$ cat src/lkv_pkg.sv
`default_nettype none

package lkv_pkg;

   localparam int ENTRIES = 16;
   localparam int IDX_W = (ENTRIES > 1) ? $clog2(ENTRIES) : 1;
   localparam int RANK_W = IDX_W;
   localparam int CNT_W = $clog2(ENTRIES + 1);
   localparam int CAP_W = 5;
   localparam int KEY_W = 32;
   localparam int VAL_W = 32;
   localparam int CSR_DATA_W = 8;
   localparam logic [CAP_W-1:0] CAP_RESET = CAP_W'(16);

   localparam logic OP_GET = 1'b0;
   localparam logic OP_PUT = 1'b1;

   typedef enum logic [3:0] {
      ST_IDLE   = 4'b0001,
      ST_SCAN   = 4'b0010,
      ST_COMMIT = 4'b0100,
      ST_RESP   = 4'b1000
   } lkv_state_type;

   typedef struct packed {
      logic start;
      logic commit;
   } lkv_cmd_type;

   typedef struct packed {
      logic scan_done;
   } lkv_status_type;

endpackage

`default_nettype wire

$ cat src/lkv_ctrl.sv
`default_nettype none

module lkv_ctrl
   import lkv_pkg::*;
(
   input  wire logic           clock,
   input  wire logic           reset,
   input  wire logic           req_tvalid,
   output logic                req_tready,
   output logic                rsp_tvalid,
   input  wire logic           rsp_tready,
   output lkv_cmd_type         cmd,
   input  wire lkv_status_type status
);

   lkv_state_type state_ff;
   lkv_state_type state_in;

   always_ff @(posedge clock) begin
      if (reset) begin
         state_ff <= ST_IDLE;
      end else begin
         state_ff <= state_in;
      end
   end

   always_comb begin
      state_in = state_ff;
      req_tready = 1'b0;
      rsp_tvalid = 1'b0;
      cmd = '0;
      case (state_ff)
         ST_IDLE: begin
            req_tready = 1'b1;
            if (req_tvalid) begin
               cmd.start = 1'b1;
               state_in = ST_SCAN;
            end
         end
         ST_SCAN: begin
            if (status.scan_done) begin
               state_in = ST_COMMIT;
            end
         end
         ST_COMMIT: begin
            cmd.commit = 1'b1;
            state_in = ST_RESP;
         end
         ST_RESP: begin
            rsp_tvalid = 1'b1;
            if (rsp_tready) begin
               state_in = ST_IDLE;
            end
         end
         default: begin
            state_in = ST_IDLE;
         end
      endcase
   end

endmodule

`default_nettype wire

$ cat src/lkv_datapath.sv
`default_nettype none

module lkv_datapath
   import lkv_pkg::*;
(
   input  wire logic              clock,
   input  wire logic              reset,
   input  wire lkv_cmd_type       cmd,
   output lkv_status_type         status,
   input  wire logic              req_op,
   input  wire logic [KEY_W-1:0]  req_key,
   input  wire logic [VAL_W-1:0]  req_value,
   input  wire logic              csr_wr,
   input  wire logic [CAP_W-1:0]  csr_cap,
   output logic                   rsp_found,
   output logic [VAL_W-1:0]       rsp_read_value,
   output logic                   rsp_evicted
);

   logic [KEY_W-1:0] key_mem [ENTRIES];
   logic [VAL_W-1:0] value_mem [ENTRIES];

   logic              op_ff;
   logic [KEY_W-1:0]  key_ff;
   logic [VAL_W-1:0]  value_ff;
   logic [CAP_W-1:0]  cap_ff;
   logic [ENTRIES-1:0] valid_ff;
   logic [ENTRIES-1:0] valid_in;
   logic [RANK_W-1:0] rank_ff [ENTRIES];
   logic [RANK_W-1:0] rank_in [ENTRIES];
   logic [CNT_W-1:0]  count_ff;
   logic [CNT_W-1:0]  count_in;

   logic [KEY_W-1:0]  key_rd_ff;
   logic [VAL_W-1:0]  value_rd_ff;
   logic [IDX_W-1:0]  scan_idx_ff;
   logic              scan_active_ff;
   logic              cmp_vld_ff;
   logic [IDX_W-1:0]  cmp_idx_ff;

   logic              hit_ff;
   logic [IDX_W-1:0]  hit_idx_ff;
   logic [VAL_W-1:0]  hit_value_ff;
   logic              free_found_ff;
   logic [IDX_W-1:0]  free_idx_ff;
   logic              vict_found_ff;
   logic [IDX_W-1:0]  vict_idx_ff;
   logic [RANK_W-1:0] vict_rank_ff;

   logic              is_put;
   logic              insert;
   logic              evict;
   logic [CNT_W-1:0]  eff_cap;
   logic [IDX_W-1:0]  slot_idx;
   logic [IDX_W-1:0]  wr_addr;
   logic              mem_we;
   logic [RANK_W-1:0] hit_rank;
   logic              cmp_valid;
   logic [RANK_W-1:0] cmp_rank;

   assign status.scan_done = cmp_vld_ff && (cmp_idx_ff == IDX_W'(ENTRIES - 1));

   always_comb begin
      if (cap_ff == '0) begin
         eff_cap = CNT_W'(1);
      end else if ({{(32-CAP_W){1'b0}}, cap_ff} > 32'(ENTRIES)) begin
         eff_cap = CNT_W'(ENTRIES);
      end else begin
         eff_cap = CNT_W'(cap_ff);
      end
   end

   assign is_put = (op_ff == OP_PUT);
   assign insert = !hit_ff && is_put;
   assign evict = insert && (count_ff >= eff_cap) && (count_ff != '0);
   assign slot_idx = (evict && (!free_found_ff || (vict_idx_ff < free_idx_ff))) ?
                     vict_idx_ff : free_idx_ff;
   assign wr_addr = hit_ff ? hit_idx_ff : slot_idx;
   assign mem_we = cmd.commit && is_put;
   assign hit_rank = rank_ff[hit_idx_ff];
   assign cmp_valid = valid_ff[cmp_idx_ff];
   assign cmp_rank = rank_ff[cmp_idx_ff];

   always_comb begin
      valid_in = valid_ff;
      count_in = count_ff;
      for (int j = 0; j < ENTRIES; j++) begin
         rank_in[j] = rank_ff[j];
      end
      if (cmd.commit) begin
         if (hit_ff) begin
            for (int j = 0; j < ENTRIES; j++) begin
               if (valid_ff[j] && (rank_ff[j] < hit_rank)) begin
                  rank_in[j] = rank_ff[j] + RANK_W'(1);
               end
            end
            rank_in[hit_idx_ff] = '0;
         end else if (insert) begin
            for (int j = 0; j < ENTRIES; j++) begin
               if (valid_ff[j] && !(evict && (IDX_W'(j) == vict_idx_ff))) begin
                  rank_in[j] = rank_ff[j] + RANK_W'(1);
               end
            end
            if (evict) begin
               valid_in[vict_idx_ff] = 1'b0;
               rank_in[vict_idx_ff] = '0;
            end
            valid_in[slot_idx] = 1'b1;
            rank_in[slot_idx] = '0;
            count_in = count_ff - CNT_W'(evict) + CNT_W'(1);
         end
      end
   end

   always_ff @(posedge clock) begin
      if (reset) begin
         cap_ff <= CAP_RESET;
         valid_ff <= '0;
         count_ff <= '0;
         scan_active_ff <= 1'b0;
         cmp_vld_ff <= 1'b0;
         scan_idx_ff <= '0;
         for (int j = 0; j < ENTRIES; j++) begin
            rank_ff[j] <= '0;
         end
      end else begin
         if (csr_wr) begin
            cap_ff <= csr_cap;
         end
         valid_ff <= valid_in;
         count_ff <= count_in;
         for (int j = 0; j < ENTRIES; j++) begin
            rank_ff[j] <= rank_in[j];
         end
         cmp_vld_ff <= scan_active_ff;
         if (cmd.start) begin
            scan_active_ff <= 1'b1;
            scan_idx_ff <= '0;
         end else if (scan_active_ff) begin
            if (scan_idx_ff == IDX_W'(ENTRIES - 1)) begin
               scan_active_ff <= 1'b0;
            end else begin
               scan_idx_ff <= scan_idx_ff + IDX_W'(1);
            end
         end
      end
   end

   always_ff @(posedge clock) begin
      if (mem_we) begin
         key_mem[wr_addr] <= key_ff;
         value_mem[wr_addr] <= value_ff;
      end
      key_rd_ff <= key_mem[scan_idx_ff];
      value_rd_ff <= value_mem[scan_idx_ff];
   end

   always_ff @(posedge clock) begin
      cmp_idx_ff <= scan_idx_ff;
      if (cmd.start) begin
         op_ff <= req_op;
         key_ff <= req_key;
         value_ff <= req_value;
         hit_ff <= 1'b0;
         free_found_ff <= 1'b0;
         vict_found_ff <= 1'b0;
         hit_idx_ff <= '0;
         free_idx_ff <= '0;
         vict_idx_ff <= '0;
         vict_rank_ff <= '0;
      end else if (cmp_vld_ff) begin
         if (cmp_valid && (key_rd_ff == key_ff) && !hit_ff) begin
            hit_ff <= 1'b1;
            hit_idx_ff <= cmp_idx_ff;
            hit_value_ff <= value_rd_ff;
         end
         if (!cmp_valid && !free_found_ff) begin
            free_found_ff <= 1'b1;
            free_idx_ff <= cmp_idx_ff;
         end
         if (cmp_valid && (!vict_found_ff || (cmp_rank > vict_rank_ff))) begin
            vict_found_ff <= 1'b1;
            vict_idx_ff <= cmp_idx_ff;
            vict_rank_ff <= cmp_rank;
         end
      end
      if (cmd.commit) begin
         rsp_found <= hit_ff;
         rsp_read_value <= (hit_ff && !is_put) ? hit_value_ff : '0;
         rsp_evicted <= evict;
      end
   end

endmodule

`default_nettype wire

$ cat src/lru_key_value_cache.sv
// Fully associative key-value cache with least-recently-used replacement.
// The request channel carries one get or put per transfer: req_tuser is the
// operation and req_tdata holds the key and the value to store. Each request
// gives exactly one response transfer with the found and evicted flags in
// rsp_tuser and the value read by a get hit in rsp_tdata (zero otherwise).
// The capacity register is written through the csr channel, which is always
// ready; it should only be written while no request is in progress.
// One request is handled at a time. After a request transfer the block reads
// the key and value memories one entry per cycle and compares each entry on
// the registered read data; once all entries are compared, the commit state
// applies the update, and the response is offered on the cycle after that.
// The time a request occupies the block is set mainly by the memory scan.
// While the receiver holds rsp_tready low the response stays valid and
// unchanged, and req_tready stays low until the response is taken.
// Reset clears all entries and the recency order and sets the capacity to 16.
`default_nettype none

module lru_key_value_cache
   import lkv_pkg::*;
(
   input  wire logic                  clock,
   input  wire logic                  reset,
   input  wire logic                  req_tvalid,
   output logic                       req_tready,
   input  wire logic [63:0]           req_tdata,  // lookup_key, store_value
   input  wire logic [0:0]            req_tuser,  // cmd
   output logic                       rsp_tvalid,
   input  wire logic                  rsp_tready,
   output logic [31:0]                rsp_tdata,  // read_value
   output logic [1:0]                 rsp_tuser,  // found, evicted
   input  wire logic                  csr_valid,
   output logic                       csr_ready,
   input  wire logic [CSR_DATA_W-1:0] csr_data    // capacity_in_use
);

   lkv_cmd_type    cmd;
   lkv_status_type status;
   logic           found;
   logic           evicted;

   assign csr_ready = 1'b1;

   lkv_ctrl u_ctrl (
      .clock      (clock),
      .reset      (reset),
      .req_tvalid (req_tvalid),
      .req_tready (req_tready),
      .rsp_tvalid (rsp_tvalid),
      .rsp_tready (rsp_tready),
      .cmd        (cmd),
      .status     (status)
   );

   lkv_datapath u_datapath (
      .clock          (clock),
      .reset          (reset),
      .cmd            (cmd),
      .status         (status),
      .req_op         (req_tuser[0]),
      .req_key        (req_tdata[KEY_W-1:0]),
      .req_value      (req_tdata[KEY_W+VAL_W-1:KEY_W]),
      .csr_wr         (csr_valid && csr_ready),
      .csr_cap        (csr_data[CAP_W-1:0]),
      .rsp_found      (found),
      .rsp_read_value (rsp_tdata),
      .rsp_evicted    (evicted)
   );

   assign rsp_tuser = {evicted, found};

endmodule

`default_nettype wire

$ cat config.mk
export PLATFORM = sky130hd
export DESIGN_NAME = lru_key_value_cache
export DESIGN_NICKNAME = d
export VERILOG_FILES = /design/src/lkv_pkg.sv /design/src/lkv_ctrl.sv /design/src/lkv_datapath.sv /design/src/lru_key_value_cache.sv
export SDC_FILE = /design/constraint.sdc
export NUM_CORES = 2
export LEC_CHECK = 0
export BUFFER_PORTS_ARGS = -buffer_cell sky130_fd_sc_hd__buf_2
export CORE_ASPECT_RATIO = 0.9
export CORE_MARGIN = 2
export CORE_UTILIZATION = 40
export CTS_BUF_LIST = sky130_fd_sc_hd__clkbuf_8
export CTS_CLUSTER_SIZE = 25
export DETAILED_ROUTE_END_ITERATION = 8
export GPL_TIMING_DRIVEN = 0
export MAX_ROUTING_LAYER = met4
export PLACE_DENSITY_LB_ADDON = 0.15
export SYNTH_ARGS = -nofsm -noshare
export SYNTH_HDL_FRONTEND = slang
export SYNTH_SLANG_ARGS = --single-unit
export TNS_END_PERCENT = 5
$ cat constraint.sdc
create_clock -name clock -period 9.1 [get_ports clock]
set_clock_uncertainty 0.1 [all_clocks]
set_input_delay 1.365 -clock clock [delete_from_list [all_inputs] [get_ports clock]]
set_output_delay 1.365 -clock clock [all_outputs]
set_load 0.005 [all_outputs]
==> metrics.yaml <==
tightest_slew_ns: 1.45
grt_antenna_before_repair: 6
postSynthCellCount: 3114
drt_wl_total_um: 165000
clock_sinks: 1346
yosysWarningCount: 0
area_delta_synth_final_pct: 16.6
grt_pass1_wl_um: 235000
ant_nets: 0
ys_top_cells_by_area: "edfxtp_1, mux4_2, dfxtp_1, ha_1, a21oi_1"
io_pins: 115
die_h_um: 357
grt_max_degree: 42
cellLeakagePower_nw: 20.8
setup_ws_ns: 3.35
clk-insertion-delay-late_ns: 0.96
regArea_um2: 38500
arrival_ns: 6.50
holdPathStages: 0
synth_edf_count: 1155
synth_area_um2: 55300
drv_slew: 0
whs_ns: 0.299
postCtsSetupRepairBufs: 0
status: "finished with violations"
drc: 0
nNetsFinal: 3772
grt-ovfl-total: 0
hp-class: "register to register"
yosysSeqAreaShare: 0.696
cts_tree: "done"
r2r_end: "u_datapath.rank_ff[5][3]"
finalWeightedCongestion: 0.953
design_area_um2: 64500
drt_iter0_markers: 3476
final_layout_size_suffix_gt1_frac: 0.262
synth_top_area_frac: 0.627
critPathKind: "register to register"
yosys_most_used_dff: "edfxtp_1"
finalSetupTns_ns: 0
clk_pin_slew_ns: 0.07
grt_use_total: 0.241
vias: 32600
worst_r2r_path_depth: 13
required_ns: 9.85
hold_violations: 0
fp-row-count: 129
worstSetupStartpointType: "register"
maxCapViolations: 1
min_period_ns: 5.75
violations: "max-capacitance violations"
grt_setup_unrepaired: "false"
vdd_drop_max_mv: 0.136
preCtsSetupSlack_ns: 3.34
ys_ff_latch: 1346
crit_path_end_kind: "register"
regToRegSetupSlack_ns: 3.35
drt_first_pass_iters: 6
h-tree-depth: 4
min-delay-start: "u_datapath.scan_idx_ff[3]"
numCtsBuffers: 215
vias_per_cell: 5.79
yosysTopAreaCell: "edfxtp_1"
cts_resized: 0
cts_max_path_buffers: 3
syn_avg_cell_area_um2: 17.8
coreArea_um2: 137000
slew_headroom: 0.0175
cellPowerDensity_nw_per_um2: 196
fmax_mhz: 174
root_buffer: "clkbuf_8"
fill_cells: 11600
synth.net_count: 3276
crit_fanout: 17
async_reset_ff_frac: 0
finalCritPeriodShare: 0.632
numPortBuffers: 109
die_w_um: 396
dpl_cell_area_um2: 60200
dp_hpwl_um: 113000
route.detailed.wl_per_inst_um: 29.3
grt_pass1_vias: 33400
holdPathEnd: "u_datapath.cmp_idx_ff[3]"
multi_input_area_um2: 15900
hold_buffers: 0
synth.distinct_cells: 73
dieArea_um2: 141000
start_util: 0.403
finalSetupViolCount: 0
[worst max-delay path: stages (launching register included)]
cell	delay (ns)
dfxtp_1	0.30
clkbuf_1	0.34
buf_1	0.78
mux4_2	0.65
mux4_2	0.48
inv_1	1.01
ha_1	0.45
inv_1	0.07
o21ai_0	0.23
a31oi_1	0.47
a41oi_1	0.17
o21ai_0	0.23
nor2_1	0.07
a211o_1	0.30
[how the worst max path moves through the flow]
stage                       startpoint                          end  slack [ns]
finish                        register     u_datapath.rank_ff[5][3]        3.35
global route                  register     u_datapath.rank_ff[5][3]        2.96
CTS                           register     u_datapath.rank_ff[5][3]        3.39
detailed placement            register     u_datapath.rank_ff[5][3]        3.34
global placement    u_ctrl.state_ff[2]  u_datapath.value_mem[2][26]       -8.72
floorplan           u_ctrl.state_ff[2]     u_datapath.key_mem[0][0]        1.26
[layout by cell type, fill, tap and decap left out, types with 15 or more instances in the layout]
cell type,Yosys,final
edfxtp_1,1155,1155
clkinv_2,0,15
o21ai_1,19,19
nand2_1,115,115
nor3_2,1,17
buf_1,42,42
and2_1,36,36
ha_1,84,84
o21ai_0,75,75
mux2i_1,40,40
buf_2,10,119
a211o_1,20,20
a21oi_1,120,120
nor3_1,59,43
buf_6,6,153
clkbuf_8,0,244
nand2b_1,16,16
a311o_1,15,15
inv_1,73,167
buf_4,5,15
xor2_1,58,58
a21o_1,15,15
nor2b_1,18,17
mux4_2,362,362
a31oi_1,32,32
a2111oi_0,17,17
nor2_1,110,110
nor4_1,17,17
clkbuf_1,122,121
dfxtp_1,191,191
or3_1,17,17
nand3_1,46,46
clkinv_1,0,25
nand4_1,54,54
[where the power goes]
part	total (mW)	internal [mW]	switching, mW	leakage [nW]
clock	5.13	2.66	2.47	2.51
combinational	0.549	0.256	0.293	6.34
sequential	6.94	6.79	0.146	12.0
[area by class of cell]
class                           count  share of cell area
Tap cell                         1834              0.0356
Timing Repair Buffer              279              0.0386
Clock inverter                    157              0.0143
Clock buffer                      244              0.0521
Multi-Input combinational cell   1509               0.246
Antenna cell                        5            0.000194
Inverter                           74             0.00431
Sequential cell                  1346               0.597
Buffer                            185              0.0120
[routing by layer]
layer / part of all wire / vias up / global-route usage
met3: 0.067 / 374 / 0.0430
met5: 0 / - / -
li1: - / 13700 / -
met2: 0.48 / 1510 / 0.380
met1: 0.42 / 17000 / 0.313
met4: 0.036 / 0 / 0.0902
[cell families after synthesis]
kind of cell               synth area share
and+or+nand+nor                      0.0492
AOI/OAI and AO/OA                    0.0507
other                             0.0000678
DFF                                   0.696
xor gates and xnor gates             0.0111
muxes                                 0.155
adders and majority gates            0.0190
buffers and inverters                0.0190
[synth_stat cells, drive strengths merged (3+ instances only)]
library cell and number:
a2111oi 18, a211o 20, a211oi 10, a21o 15, a21oi 124, a22o 4, a311o 15, a31oi 33
a32oi 5, a41oi 11, and2 36, and3 3, buf 63, clkbuf 122, dfxtp 191, edfxtp 1155
ha 84, inv 74, mux2i 40, mux4 362, nand2 115, nand2b 16, nand3 46, nand3b 5
nand4 54, nor2 110, nor2b 18, nor3 60, nor4 17, nor4b 9, o2111a 3, o211ai 3
o21a 7, o21ai 96, o22ai 14, o31ai 11, o41ai 20, or2 8, or3 19, or4 10
xnor2 12, xor2 58
[per-stage QoR]
stage,std cells,utilization,total power [mW]
after CTS,5628,0.469,12.8
after global routing,5632,0.470,13.1
after global placement,5057,0.423,7.60
after floorplan,3114,-,7.38
after detailed placement,5227,0.438,7.62
final,5633,0.470,12.6
[flip-flops by register name (all words and copies together) (netlist names), 5 cells and up, named ones only]
name,flops
u_datapath.key_mem,512
u_datapath.value_mem,512
u_datapath.rank_ff,64
u_datapath.hit_value_ff,32
u_datapath.key_ff,32
u_datapath.key_rd_ff,32
u_datapath.rsp_read_value,32
u_datapath.value_ff,32
u_datapath.value_rd_ff,32
u_datapath.valid_ff,16
u_datapath.cap_ff,5
u_datapath.count_ff,5
(Power assumes the default switching activity.)
